`src/hdl/utf8sd_pkg.sv`:
```
package utf8sd_pkg;

    localparam int BYTE_W = 8;
    localparam int CP_W   = 21;
    localparam int LEN_W  = 3;
    localparam int PEND_W = 2;

    localparam logic [CP_W-1:0] MIN_CP_2B = 21'h00_0080;
    localparam logic [CP_W-1:0] MIN_CP_3B = 21'h00_0800;
    localparam logic [CP_W-1:0] MIN_CP_4B = 21'h01_0000;
    localparam logic [CP_W-1:0] MAX_CP    = 21'h10_FFFF;

    localparam logic [LEN_W-1:0] LEN_1B = 3'd1;
    localparam logic [LEN_W-1:0] LEN_2B = 3'd2;
    localparam logic [LEN_W-1:0] LEN_3B = 3'd3;
    localparam logic [LEN_W-1:0] LEN_4B = 3'd4;

    localparam logic [1:0] CONT_TAG = 2'b10;

    typedef enum logic [2:0] {
        ST_CODEPOINT = 3'd0,
        ST_BAD_LEAD  = 3'd1,
        ST_BAD_CONT  = 3'd2,
        ST_TRUNCATED = 3'd3,
        ST_OVERLONG  = 3'd4,
        ST_ABOVE_MAX = 3'd5,
        ST_END_ONLY  = 3'd6
    } t_status;

    typedef struct packed {
        logic [CP_W-1:0]  codepoint;
        logic [LEN_W-1:0] seq_length;
        t_status          status;
        logic             text_done;
        logic             text_valid;
    } t_result;

    typedef struct packed {
        logic             valid;
        logic [BYTE_W-1:0] text_byte;
        logic             end_of_text;
    } t_in_item;

endpackage

```
`src/hdl/utf8sd_in_stage.sv`:
```
module utf8sd_in_stage
    import utf8sd_pkg::*;
(
    input  logic              i_clk,
    input  logic              i_rst_n,
    input  logic              i_valid,
    output logic              o_ready,
    input  logic [BYTE_W-1:0] i_text_byte,
    input  logic              i_end_of_text,
    input  logic              i_advance,
    output t_in_item          o_item
);

    logic              r_valid;
    logic [BYTE_W-1:0] r_text_byte;
    logic              r_end_of_text;

    assign o_ready = !r_valid || i_advance;

    always_ff @(posedge i_clk) begin
        if (!i_rst_n) begin
            r_valid <= 1'b0;
        end else if (o_ready) begin
            r_valid <= i_valid;
        end
    end

    always_ff @(posedge i_clk) begin
        if (i_valid && o_ready) begin
            r_text_byte   <= i_text_byte;
            r_end_of_text <= i_end_of_text;
        end
    end

    assign o_item = '{valid: r_valid, text_byte: r_text_byte, end_of_text: r_end_of_text};

endmodule

```
`src/hdl/utf8sd_core.sv`:
```
module utf8sd_core
    import utf8sd_pkg::*;
(
    input  logic     i_clk,
    input  logic     i_rst_n,
    input  t_in_item i_item,
    input  logic     i_fire,
    output logic     o_has_result,
    output t_result  o_result
);

    logic [PEND_W-1:0] r_pending, n_pending;
    logic [CP_W-1:0]   r_accum, n_accum;
    logic [LEN_W-1:0]  r_len, n_len;
    logic              r_err, n_err;

    logic [CP_W-1:0]   shifted;
    logic [CP_W-1:0]   cp;
    logic [LEN_W-1:0]  len;
    logic              err;
    t_status           err_code;
    logic              complete;
    logic [BYTE_W-1:0] b;
    logic              eot;

    assign b       = i_item.text_byte;
    assign eot     = i_item.end_of_text;
    assign shifted = {r_accum[CP_W-7:0], b[5:0]};

    always_comb begin
        n_pending    = r_pending;
        n_accum      = r_accum;
        n_len        = r_len;
        n_err        = r_err;
        cp           = '0;
        len          = '0;
        err          = 1'b0;
        err_code     = ST_CODEPOINT;
        complete     = 1'b0;
        o_has_result = 1'b0;
        o_result     = '{codepoint: '0, seq_length: '0, status: ST_CODEPOINT,
                         text_done: 1'b0, text_valid: 1'b0};

        if (r_err) begin
            if (eot) begin
                o_has_result       = 1'b1;
                o_result.status    = ST_END_ONLY;
                o_result.text_done = 1'b1;
                n_pending          = '0;
                n_accum            = '0;
                n_len              = '0;
                n_err              = 1'b0;
            end
        end else begin
            if (r_pending == '0) begin
                if (b inside {[8'h00:8'h7F]}) begin
                    cp       = {{(CP_W-BYTE_W){1'b0}}, b};
                    len      = LEN_1B;
                    complete = 1'b1;
                end else if (b inside {[8'hC0:8'hDF]}) begin
                    n_accum   = {{(CP_W-5){1'b0}}, b[4:0]};
                    n_len     = LEN_2B;
                    n_pending = 2'd1;
                end else if (b inside {[8'hE0:8'hEF]}) begin
                    n_accum   = {{(CP_W-4){1'b0}}, b[3:0]};
                    n_len     = LEN_3B;
                    n_pending = 2'd2;
                end else if (b inside {[8'hF0:8'hF7]}) begin
                    n_accum   = {{(CP_W-3){1'b0}}, b[2:0]};
                    n_len     = LEN_4B;
                    n_pending = 2'd3;
                end else begin
                    err      = 1'b1;
                    err_code = ST_BAD_LEAD;
                end
            end else if (b[7:6] != CONT_TAG) begin
                err      = 1'b1;
                err_code = ST_BAD_CONT;
            end else begin
                n_accum   = shifted;
                n_pending = r_pending - 2'd1;
                if (r_pending == 2'd1) begin
                    cp  = shifted;
                    len = r_len;
                    case (r_len)
                        LEN_2B: begin
                            err = shifted < MIN_CP_2B;
                        end
                        LEN_3B: begin
                            err = shifted < MIN_CP_3B;
                        end
                        LEN_4B: begin
                            err = (shifted < MIN_CP_4B) || (shifted > MAX_CP);
                        end
                        default: begin
                            err = 1'b0;
                        end
                    endcase
                    if (r_len == LEN_4B && shifted > MAX_CP) begin
                        err_code = ST_ABOVE_MAX;
                    end else begin
                        err_code = ST_OVERLONG;
                    end
                    complete = !err;
                end
            end

            if (err) begin
                o_has_result       = 1'b1;
                o_result.status    = err_code;
                o_result.text_done = eot;
                n_pending          = '0;
                n_accum            = '0;
                n_len              = '0;
                n_err              = !eot;
            end else if (complete) begin
                o_has_result        = 1'b1;
                o_result.codepoint  = cp;
                o_result.seq_length = len;
                o_result.text_done  = eot;
                o_result.text_valid = eot;
                n_pending           = '0;
                n_accum             = '0;
                n_len               = '0;
                n_err               = 1'b0;
            end else if (eot) begin
                o_has_result       = 1'b1;
                o_result.status    = ST_TRUNCATED;
                o_result.text_done = 1'b1;
                n_pending          = '0;
                n_accum            = '0;
                n_len              = '0;
                n_err              = 1'b0;
            end
        end
    end

    always_ff @(posedge i_clk) begin
        if (!i_rst_n) begin
            r_pending <= '0;
            r_accum   <= '0;
            r_len     <= '0;
            r_err     <= 1'b0;
        end else if (i_fire) begin
            r_pending <= n_pending;
            r_accum   <= n_accum;
            r_len     <= n_len;
            r_err     <= n_err;
        end
    end

endmodule

```
`src/hdl/utf8sd_out_stage.sv`:
```
module utf8sd_out_stage
    import utf8sd_pkg::*;
(
    input  logic    i_clk,
    input  logic    i_rst_n,
    input  logic    i_load,
    input  t_result i_result,
    input  logic    i_ready,
    output logic    o_free,
    output logic    o_valid,
    output t_result o_result
);

    logic    r_valid;
    t_result r_result;

    assign o_free   = !r_valid || i_ready;
    assign o_valid  = r_valid;
    assign o_result = r_result;

    always_ff @(posedge i_clk) begin
        if (!i_rst_n) begin
            r_valid <= 1'b0;
        end else if (o_free) begin
            r_valid <= i_load;
        end
    end

    always_ff @(posedge i_clk) begin
        if (i_load && o_free) begin
            r_result <= i_result;
        end
    end

endmodule

```
`src/hdl/utf8_stream_decoder.sv`:
```
// utf8_stream_decoder: streaming utf-8 decoder and validator
//
// input channel: i_valid / o_ready carry one item, a text byte plus an
// end-of-text flag marking the last byte of the text
// output channel: o_valid / i_ready carry one result item: codepoint, sequence
// length, status, text_done and text_valid
// a lead byte or a middle continuation byte gives no result; the byte that
// completes a sequence, any error, and the end-of-text byte give one result
// after an error, bytes give nothing until end of text, which reports status
// end-only with text_valid low
//
// throughput: one item per cycle while the result register is free, set by the single
// decode step between the input register and the result register
// a result passes from the input register through the result register to o_valid
// reset (i_rst_n low, synchronous) empties both registers and clears the
// decoder state, so the next byte starts a new text
// when the receiver stalls, the result register holds, the input register
// still takes one more item, and o_ready then drops until space frees up
module utf8_stream_decoder
    import utf8sd_pkg::*;
(
    input  logic              i_clk,
    input  logic              i_rst_n,
    input  logic              i_valid,
    output logic              o_ready,
    input  logic [BYTE_W-1:0] i_text_byte,
    input  logic              i_end_of_text,
    output logic              o_valid,
    input  logic              i_ready,
    output logic [CP_W-1:0]   o_codepoint,
    output logic [LEN_W-1:0]  o_seq_length,
    output logic [2:0]        o_status,
    output logic              o_text_done,
    output logic              o_text_valid
);

    t_in_item in_item;
    logic     out_free;
    logic     fire;
    logic     has_result;
    t_result  core_result;
    t_result  out_result;

    assign fire = in_item.valid && out_free;

    utf8sd_in_stage u_in_stage (
        .i_clk         (i_clk),
        .i_rst_n       (i_rst_n),
        .i_valid       (i_valid),
        .o_ready       (o_ready),
        .i_text_byte   (i_text_byte),
        .i_end_of_text (i_end_of_text),
        .i_advance     (fire),
        .o_item        (in_item)
    );

    utf8sd_core u_core (
        .i_clk        (i_clk),
        .i_rst_n      (i_rst_n),
        .i_item       (in_item),
        .i_fire       (fire),
        .o_has_result (has_result),
        .o_result     (core_result)
    );

    utf8sd_out_stage u_out_stage (
        .i_clk    (i_clk),
        .i_rst_n  (i_rst_n),
        .i_load   (fire && has_result),
        .i_result (core_result),
        .i_ready  (i_ready),
        .o_free   (out_free),
        .o_valid  (o_valid),
        .o_result (out_result)
    );

    assign o_codepoint  = out_result.codepoint;
    assign o_seq_length = out_result.seq_length;
    assign o_status     = out_result.status;
    assign o_text_done  = out_result.text_done;
    assign o_text_valid = out_result.text_valid;

endmodule

```
`config.mk`:
```
export PLATFORM = sky130hd
export DESIGN_NAME = utf8_stream_decoder
export DESIGN_NICKNAME = d
export VERILOG_FILES = /design/src/hdl/utf8sd_pkg.sv /design/src/hdl/utf8sd_in_stage.sv /design/src/hdl/utf8sd_core.sv /design/src/hdl/utf8sd_out_stage.sv /design/src/hdl/utf8_stream_decoder.sv
export SDC_FILE = /design/constraint.sdc
export NUM_CORES = 1
export LEC_CHECK = 0
export BUFFER_PORTS_ARGS = -buffer_cell sky130_fd_sc_hd__buf_2
export CAP_MARGIN = 20
export CORE_UTILIZATION = 55
export CTS_CLUSTER_DIAMETER = 100
export CTS_CLUSTER_SIZE = 25
export DETAILED_ROUTE_END_ITERATION = 6
export PLACE_DENSITY = 0.9
export SYNTH_ARGS = -nofsm -noshare
export SYNTH_HDL_FRONTEND = slang
export SYNTH_SLANG_ARGS = --single-unit
```
`constraint.sdc`:
```
create_clock -name i_clk -period 5 [get_ports i_clk]
set_clock_uncertainty 0.15 [all_clocks]
set_input_delay 1.5 -clock i_clk [delete_from_list [all_inputs] [get_ports i_clk]]
set_output_delay 1.5 -clock i_clk [all_outputs]
set_load 0.02 [all_outputs]
```
# Yosys cells after proc, flatten, opt, wreduce, memory -nomap -nowiden
# Index checks and enable logic that the tools add are counted.
[word_totals]
ff_bits = 61
elab_cells = 138
out_inout_bits = 31
[classes]
magnitude_cmp = 12
n_eq_ne = 10
muxes = 79
n_reduce_logical = 22
n_addsub = 1
bitwise_logic = 1
[ops]
columns = ["op", "count"]
rows = [
  ["two-way mux 15 bit", 11],
  ["two-way mux 21 bit", 3],
  ["two-way mux 3 bit", 21],
  ["two-way mux 1 bit", 28],
  ["greater-or-equal comparator 8 bit, second input constant", 3],
  ["<= comparator 8 bit, second input constant", 3],
  ["two-way mux 2 bit", 11],
  ["> comparator 21 bit, second input constant", 1],
  ["< comparator 21 x 12 -> 1 bit, second input constant", 1],
  ["< comparator 21 x 17 -> 1 bit, second input constant", 1],
  ["< comparator 21 x 8 -> 1 bit, second input constant", 1],
  ["two-way mux 4 bit", 3],
  ["AND reduction 5 bit", 2],
  ["logical AND 1 bit", 9],
  ["greater-or-equal comparator 8 x 1 -> 1 bit, second input constant", 1],
  ["<= comparator 8 x 7 -> 1 bit, second input constant", 1],
  ["two-way mux 8 bit", 1],
  ["!= test 7 bit, second input constant", 1],
  ["equality test 3 x 2 -> 1 bit, second input constant", 2],
  ["nonzero test 6 bit", 1],
  ["!= test 5 x 4 -> 1 bit, second input constant", 1],
  ["!= test 5 bit, second input constant", 1],
  ["logical NOT 1 bit", 4],
  ["!= test 2 bit, second input constant", 2],
  ["10 further kinds", 12],
]

# Depth between registers and ports, before layout
# Gate-level depths: netlist of the first run.
[logic_depth]
word_depth = 17
depth_mapped = 9
ltp_nobuf = 6

# By module
# Synthesis of the first run repeated with hierarchy kept, for this count alone.
[unflattened]
cells_unflattened = 207
area_unflattened_um2 = 2593.7
[by_module_without_submodules]
columns = ["mod", "n_inst", "seq_area_each_um2", "area_per_inst_um2", "cells_each"]
rows = [
  ["utf8sd_core", 1, 420.4, 1310.0, 155],
  ["utf8sd_out_stage", 1, 890.9, 928.4, 34],
  ["utf8sd_in_stage", 1, 290.3, 342.8, 16],
  ["utf8_stream_decoder", 1, 0.0, 12.5, 2],
]

# Least setup slack after synthesis of the first run
# Ideal clock, no wire load.
[synth_path]
path_kind = "input-to-reg"
start = "in i_ready"
end = "reg u_out_stage.r_result (netlist bit u_out_stage.o_result[0]), enable pin"
t_required_ps = 4423
path_slack_ps = 834
setup_time_ps = 427
stages = 5
arrival_time_ps = 3590
n_path_buf = 1
path_cell_list = "nor2b_1 -> nand2b_1 -> a21o_1 -> buf_2 -> a21oi_1"
[synth_via]
elab_chain_cells = 4
[synth_lines]
columns = ["element", "line", "source"]
rows = [
  ["from (decl)", "utf8_stream_decoder.sv:29", "input logic i_ready,"],
  ["logical OR 1 bit *", "utf8sd_out_stage.sv:17", "assign o_free = !r_valid || i_ready;"],
  ["logical AND 1 bit", "utf8_stream_decoder.sv:44", "assign fire = in_item.valid && out_free;"],
  ["logical AND 1 bit", "utf8_stream_decoder.sv:69", ".i_load (fire && has_result),"],
  ["logical AND 1 bit *", "utf8sd_out_stage.sv:30", "if (i_load && o_free) begin"],
  ["to (signal assigned)", "utf8sd_out_stage.sv:31", "r_result <= i_result;"],
  ["to (decl)", "utf8sd_out_stage.sv:15", "t_result r_result;"],
]
# Every way passes the cells marked *; elsewhere a longest branch is shown, timed or not.
# A chain may end at the register's enable or synchronous reset.

# Worst setup path in the final report of the first run
[layout_path]
start = "in i_ready"
end = "out o_ready"
[layout_via]
elab_chain_cells = 3
[layout_lines]
columns = ["element", "line", "source"]
rows = [
  ["logical OR 1 bit", "utf8sd_out_stage.sv:17", ""],
  ["logical AND 1 bit", "utf8_stream_decoder.sv:44", ""],
  ["logical OR 1 bit", "utf8sd_in_stage.sv:18", "assign o_ready = !r_valid || i_advance;"],
  ["to (decl)", "utf8_stream_decoder.sv:25", "output logic o_ready,"],
]
# No other way between the ends.

==> reports/metrics.csv, run 1 <==
stage;metric;value;unit
cts;Inserted Clock Buffers;9;
grt;vias in the first global route;1865;
worst_setup_path;Crit-path slowest cell;nor2b_1;
logic_synthesis;sequential area share after synthesis;58.8;%
worst_setup_path;Register-to-Register Path Depth;6;
drt;drt via density;5.80;
power;Comb pwr share;9.5;%
logic_synthesis;EDFF count, synth;38;
die;DIE AREA;5240;µm²
die;Starting Density;57.3;%
power;clock share of power;37.5;%
logic_synthesis;synthesized instance count;227;
logic_synthesis;Post-Syn Area per Cell;12.0;µm²
timing;Max Freq;0.270;GHz
cells_and_area;Multi-input gate area;1020;µm²
place;cell count after placement;323;
cts;# clock sinks;61;
timing;Worst Max-Slew Pin Slew;1020;ps
drt;antenna viol nets, final;0;
drt;DRC;0;
timing;slack of the critical path;1290;ps
worst_setup_path;WS Path Type;in -> out;
logic_synthesis;Synth Cell Area;2730;µm²
cells_and_area;Final Instance Count excl. Fillers;340;
grt;initial antenna violation count;0;
timing;RSZ-0062 raised after global routing;no;
worst_setup_path;Crit path required time;3350;ps
logic_synthesis;XOR/XNOR share of the synthesized area;0;%
cts;# Post-CTS Setup Buffers;0;
worst_setup_path;Worst Path Arrival;2060;ps
logic_synthesis;top cells by area, synth;edfxtp_1 42%, dfxtp_1 17%, and3_1 3.7%;
cells_and_area;layout cells sized above 1;25.3;%
place;pre-CTS setup slack;1290;ps
power;Sw Pwr;0.000255;W
logic_synthesis;YS warnings;0;
worst_setup_path;maximum fanout along the worst path;4;
place;HPWL after DPL;3690;µm
power;switching share of total power;23.7;%
power;Flop pwr share;53.0;%
timing;final period utilization;74.2;%
die;Die W;72.4;µm
timing;Slew Viols, Final;0;
logic_synthesis;Compound-Gate Fraction of Synth Area;14.4;%
cells_and_area;P&R area growth vs syn;15.2;%
worst_setup_path;Startpoint Class;input port;
worst_setup_path;crit-path most repeated cell;buf_2;
grt;global-route wire length before repair;9020;µm
power;Power per Cell Area;342;nW/µm²
cells_and_area;post-route core utilization;66.0;%
cts;Clock Latency Late Sink;330;ps
cts;clock-pin slew on the worst setup and hold paths;60;ps
worst_setup_path;CP endpoint kind;output port;
cts;post-CTS resize count;0;
cells_and_area;FF/Latch Area;1600;µm²
logic_synthesis;top cell type's share of synthesized area;41.9;%
timing;final hold vios;0;
timing;Setup violations, final;0;
logic_synthesis;synthesized flop and latch total;61;
grt;remaining global-route overflow;0;
place;IO buf count;43;
timing;Rel. slew slack;32.0;%
die;Core Rows;25;
logic_synthesis;Distinct cells, synth;51;
logic_synthesis;Yosys top cell by area;edfxtp_1;
cts;root buf cell;clkbuf_8;
cts;CTS tree;built;
cts;clock buffer depth;2;
cells_and_area;ANT cells;0;
timing;Setup TNS Final;0;ps
grt;gr usage total;23.3;%
drt;drt first pass iters;5;
logic_synthesis;largest family of logic cells by synthesized area;simple AND/OR/NAND/NOR gates;
logic_synthesis;main flop type after synthesis;edfxtp_1;
status;outcome;finished clean;
grt;largest net degree at the start of global routing;31;
drt;vias post-DR;1973;
cts;hold_buf cts;0;
flow_run;max_cap viols;0;
worst_setup_path;peak per-stage delay on the critical path;200;ps
drt;number of DRC violations after detailed-routing iteration 0;135;
logic_synthesis;adder-cell area share of the yosys netlist;0;%
die;total core area;4750;µm²
power;P_int;0.000819;W
cells_and_area;Nets;281;
logic_synthesis;top post-synthesis cells by count;38 x edfxtp_1, 23 x dfxtp_1, 16 x and3_1, 15 x nor2_1, 14 x nand2_1;
worst_setup_path;Cell Chain, Critical Path;buf_2 -> nor2b_1 -> nand2_1 -> buf_2;
logic_synthesis;mux contribution to synthesized area;1.47;%
logic_synthesis;FFs w/ async S/R, synth;0;%
place;gp weighted congestion;0.908;
logic_synthesis;top-count cell post-synth;edfxtp_1;
min_path;worst hold path type;reg -> reg;
timing;final worst path period need;3710;ps
drt;wire per inst;16.7;µm
die;Top-Level Pins;44;
cts;CTS HTree Levels;3;
power;maximum vdd ir drop;0.226;mV
die;Die H;72.4;µm
power;Power Total;0.00107;W
logic_synthesis;Simple-Gate Fraction of Synth Area;21.5;%
power;Leakage;1.17;nW
min_path;Hold Crit Depth;2;
logic_synthesis;Syn Nets;240;
drt;Post-Route WL;5680;µm
cells_and_area;fill cell count;370;
[sequential cells by signal, indices dropped and copies added (netlist names)]
name and cells:
u_out_stage.o_result 29, u_core.r_accum 15, u_in_stage.r_text_byte 8, u_core.r_len 3, u_core.r_pending 2, u_core.r_err 1
u_in_stage.r_end_of_text 1, u_in_stage.r_valid 1, u_out_stage.o_valid 1
[layout make-up]
| type | instances | share of cell area (%) |
|---|---|---|
| inverters | 5 | 0.598 |
| clock inverters | 3 | 1.20 |
| clock buffers | 13 | 4.43 |
| flip-flops and latches | 61 | 51.0 |
| multi-input cells | 146 | 32.6 |
| well taps | 67 | 2.67 |
| repair buffers | 45 | 7.46 |
[per-stage QoR]
step / hold slack (ps) / instance area, µm²
2_1_floorplan: 294 / 2730
3_3_place_gp: 329 / 2950
3_5_place_dp: 344 / 2950
4_1_cts: 357 / 3130
5_1_grt: 377 / 3140
6_report: 358 / 3140
[cells in the final DEF, fill, tap and decap left out, types with 3 or more instances in the layout]
master / Yosys / final
buf_2: 4 / 43
edfxtp_1: 38 / 38
dfxtp_1: 23 / 23
and3_1: 16 / 16
nor2_1: 15 / 15
nand2_1: 14 / 14
nor2b_1: 13 / 13
a32oi_1: 11 / 11
clkbuf_8: 0 / 9
a21oi_1: 9 / 8
and2_1: 7 / 7
inv_1: 5 / 5
a21boi_1: 5 / 5
nand3_1: 5 / 5
mux2i_1: 4 / 4
clkbuf_1: 6 / 4
nand3b_1: 3 / 3
nand2b_1: 3 / 3
nor3_1: 3 / 3
[cells by family (layout without fill, tap and decap cells)]
logic type             after synthesis  count (layout)
AO/OA/AOI/OAI                       47              47
buffers and inverters               20              66
flip-flops                          61              61
multiplexers                         4               4
AND/OR/NAND/NOR                     95              95
[worst paths after layout]
| check | endpoint | slack [ps] | startpoint |
|---|---|---|---|
| hold reg to reg | u_core.r_accum[4] | 360 | u_core.r_accum[4] |
| setup reg to reg | u_out_stage.o_result[23] | 1940 | u_core.r_pending[0] |
| setup / recovery | o_ready | 1290 | i_ready |
| hold / removal | u_core.r_accum[4] | 360 | u_core.r_accum[4] |
[critical path, delay by kind of cell]
| family | cells | cell delay (ps) |
|---|---|---|
| buf+inv | 2 | 260 |
| simple gates | 2 | 300 |
[per-layer routing]
layer | vias up | GRT usage (%) | part of all wire [%]
li1 | 937 | - | -
met1 | 949 | 28.6 | 42
met2 | 73 | 37.4 | 51
met3 | 14 | 5.14 | 4.6
met4 | 0 | 14.8 | 2.5
met5 | - | 0 | 0
[power groups by stage]
stage	registers [W]	logic, W	clock network [W]
finish	0.000569	0.000101	0.000403
global route	0.000571	0.000110	0.000429
CTS	0.000569	0.0000993	0.000410
detailed placement	0.000579	0.0000989	0
global placement	0.000578	0.0000955	0
floorplan	0.000589	0.0000616	0
No activity file was read; power rests on OpenSTA's default activity.
==> run 2: changes to the inputs <==
Settings changed: CORE_UTILIZATION 55 to 50, PLACE_DENSITY 0.9 to 0.87.
Clock period 5 ns to 3.1 ns, I/O delays scaled along.
==> run 2 against run 1 <==
  * Utilization is 4.0 points lower
  * Routed wire length is 0.16% lower
  * Count of clock-buffer cells in the layout is 3 lower
  * Clock power is 83% higher
  * Die area is 9.7% higher
  * Sequential power is 61% higher
  * Setup slack worse by 980 ps
  * First-iteration DRC count is 72% higher
  * Via count is 2.9% higher
  * Combinational power is 67% higher
  * Global-route usage is 0.91 points lower
  * Cell area is 2.2% higher
  * Largest cell class unchanged
==> reports/metrics.csv, run 2 (synthesis results as in run 1) <==
stage;metric;value;unit;change
cts;root buf cell;clkbuf_8;;unchanged
cells_and_area;max reg flops;29;;unchanged
power;Flop pwr share;50.3;%;was 53.0%
cells_and_area;most common cell after layout, fill and taps aside;buf_2;;unchanged
power;Comb pwr share;9.3;%;was 9.5%
place;gp weighted congestion;0.926;;was 0.908
min_path;worst hold path endpoint;u_core.r_accum[4];;unchanged
cells_and_area;most frequent cells in the layout;43 x buf_2, 38 x edfxtp_1, 23 x dfxtp_1;;unchanged
power;Power per Cell Area;569;nW/µm²;was 342 nW/µm²
timing;Slew Viols, Final;0;;unchanged
flow_run;max_cap viols;0;;unchanged
worst_setup_path;peak per-stage delay on the critical path;450;ps;was 200 ps
cells_and_area;post-route cell area;3210;µm²;was 3140 µm²
drt;drt first pass iters;6;;was 5
cts;Clock Latency Late Sink;330;ps;about the same
power;switching share of total power;23.2;%;was 23.7%
cells_and_area;layout cells sized above 1;28.1;%;was 25.3%
power;P_int;0.00140;W;was 0.000819 W
cts;hold_buf cts;0;;unchanged
cells_and_area;ANT cells;0;;unchanged
cells_and_area;Final Instance Count excl. Fillers;348;;was 340
timing;final worst path period need;2780;ps;
cts;# Post-CTS Setup Buffers;0;;unchanged
die;Core Rows;26;;was 25
drt;antenna viol nets, final;0;;unchanged
die;Die W;75.8;µm;was 72.4 µm
cells_and_area;Nets;286;;was 281
grt;global-route wire length before repair;9090;µm;was 9020 µm
die;total core area;5170;µm²;was 4750 µm²
cells_and_area;P&R area growth vs syn;17.6;%;was 15.2%
grt;largest net degree at the start of global routing;27;;was 31
worst_setup_path;Worst R2R Setup Slack;320;ps;was 1940 ps
timing;Worst Max-Slew Pin Slew;701;ps;was 1020 ps
timing;Max Freq;0.359;GHz;
timing;final hold vios;0;;unchanged
cells_and_area;fill cell count;405;;was 370
timing;slack of the critical path;316;ps;was 1290 ps
place;pre-CTS setup slack;359;ps;was 1290 ps
drt;drt via density;5.84;;was 5.80
worst_setup_path;Crit-path slowest cell;dfxtp_1;;was nor2b_1
power;Power Total;0.00183;W;was 0.00107 W
die;DIE AREA;5750;µm²;was 5240 µm²
power;Leakage;1.21;nW;was 1.17 nW
drt;Post-Route WL;5670;µm;was 5680 µm
drt;number of DRC violations after detailed-routing iteration 0;232;;was 135
worst_setup_path;R2R Path Start;u_core.r_pending[0];;unchanged
cts;clock-pin slew on the worst setup and hold paths;60;ps;about the same
power;maximum vdd ir drop;0.319;mV;was 0.226 mV
grt;remaining global-route overflow;0;;unchanged
worst_setup_path;maximum fanout along the worst path;16;;was 4
min_path;worst hold path type;reg -> reg;;unchanged
worst_setup_path;Crit. Startpoint;u_core.r_pending[0];;was i_ready
cts;clock buffer depth;2;;unchanged
drt;DRC;0;;unchanged
die;Starting Density;52.7;%;was 57.3%
worst_setup_path;WS Path Type;reg -> reg;;was in -> out
place;HPWL after DPL;3750;µm;was 3690 µm
grt;initial antenna violation count;0;;unchanged
drt;vias post-DR;2031;;was 1973
cts;CTS HTree Levels;3;;unchanged
drt;wire per inst;16.3;µm;was 16.7 µm
cts;Inserted Clock Buffers;9;;unchanged
place;cell count after placement;332;;was 323
worst_setup_path;crit-path leading delay family;simple AND/OR/NAND/NOR gates;;unchanged
min_path;worst hold start;u_core.r_accum[4];;unchanged
power;Sw Pwr;0.000424;W;was 0.000255 W
place;IO buf count;43;;unchanged
timing;Setup TNS Final;0;ps;unchanged
worst_setup_path;Startpoint Class;flop;;was input port
timing;Setup violations, final;0;;unchanged
worst_setup_path;CP bufs+invs;1;;was 2
worst_setup_path;Crit path required time;3140;ps;was 3350 ps
power;clock share of power;40.5;%;was 37.5%
grt;vias in the first global route;1868;;was 1865
worst_setup_path;Cell Chain, Critical Path;or2_0 -> o31ai_4 -> nor2_1 -> nor2_2 -> nor3b_2 -> buf_4 -> and3_1;;was buf_2 -> nor2b_1 -> nand2_1 -> buf_2
die;Top-Level Pins;44;;unchanged
worst_setup_path;Register-to-Register Path Depth;7;;was 6
cts;post-CTS resize count;0;;unchanged
timing;RSZ-0062 raised after global routing;no;;unchanged
die;Die H;75.8;µm;was 72.4 µm
worst_setup_path;RR Endpoint;u_out_stage.o_result[21];;was u_out_stage.o_result[23]
min_path;Hold Crit Depth;2;;unchanged
cts;CTS tree;built;;unchanged
worst_setup_path;Worst Path Arrival;2820;ps;was 2060 ps
timing;final period utilization;89.8;%;
place;DP Area;3000;µm²;was 2950 µm²
cts;# clock sinks;61;;unchanged
status;outcome;finished clean;;unchanged
worst_setup_path;CP endpoint kind;flop;;was output port
timing;Rel. slew slack;53.1;%;was 32.0%
grt;gr usage total;22.4;%;was 23.3%
-- run 2: cell count changes in the layout (fill, tap and decap cells not counted) --
cell | before | now
buf_4 | 1 | 7
clkbuf_1 | 4 | 1
bufinv_16 | 1 | 2
clkinv_2 | 0 | 3
buf_6 | 1 | 0
clkinv_1 | 2 | 1
-- run 2: power by group through the flow --
stage / clock, W / combinational (W) / sequential, W
2_1_floorplan: 0 / 0.000100 / 0.000950
4_1_cts: 0.000742 / 0.000168 / 0.000917
3_3_place_gp: 0 / 0.000161 / 0.000932
3_5_place_dp: 0 / 0.000166 / 0.000934
5_1_grt: 0.000783 / 0.000183 / 0.000921
6_report: 0.000739 / 0.000169 / 0.000917
-- run 2: tightest hold or removal path: cells and delay by family, from the launching register on --
family | cells | cell delay (ps)
compound gates | 1 | 50
flops | 1 | 340
simple gates | 1 | 70
-- run 2: layout make-up --
| class | instances | area [µm²] | area share (%) |
|---|---|---|---|
| Sequential cell | 61 | 1600 | 50.0 |
| Multi-Input combinational cell | 146 | 1020 | 31.9 |
| Timing Repair Buffer | 50 | 268 | 8.35 |
| Clock buffer | 10 | 128 | 3.98 |
| Tap cell | 70 | 87.6 | 2.73 |
| Clock inverter | 6 | 78.8 | 2.46 |
| Inverter | 5 | 18.8 | 0.585 |
-- run 2: how the worst max path moves through the flow --
| stage | slack [ps] | end | cells past startpoint |
|---|---|---|---|
| after detailed placement | 360 | u_core.r_accum[3] | 7 |
| after floorplan | 180 | u_out_stage.o_result[0] | 5 |
| final | 320 | u_out_stage.o_result[21] | 7 |
| after global routing | 200 | u_out_stage.o_result[21] | 7 |
| after global placement | 470 | u_core.r_accum[3] | 7 |
| after CTS | 390 | u_out_stage.o_result[21] | 7 |
-- run 2: per-stage QoR --
stage	util, %	hold WS (ps)
after floorplan	-	294
after global placement	58.0	330
after detailed placement	58.0	343
after CTS	62.0	353
after global routing	62.0	371
final	62.0	353
-- run 2: routing by layer --
metal	track usage, %	share of wire [%]
met5	0	0
met4	13.0	2.3
met3	6.35	6.2
met2	35.5	50
met1	27.4	42
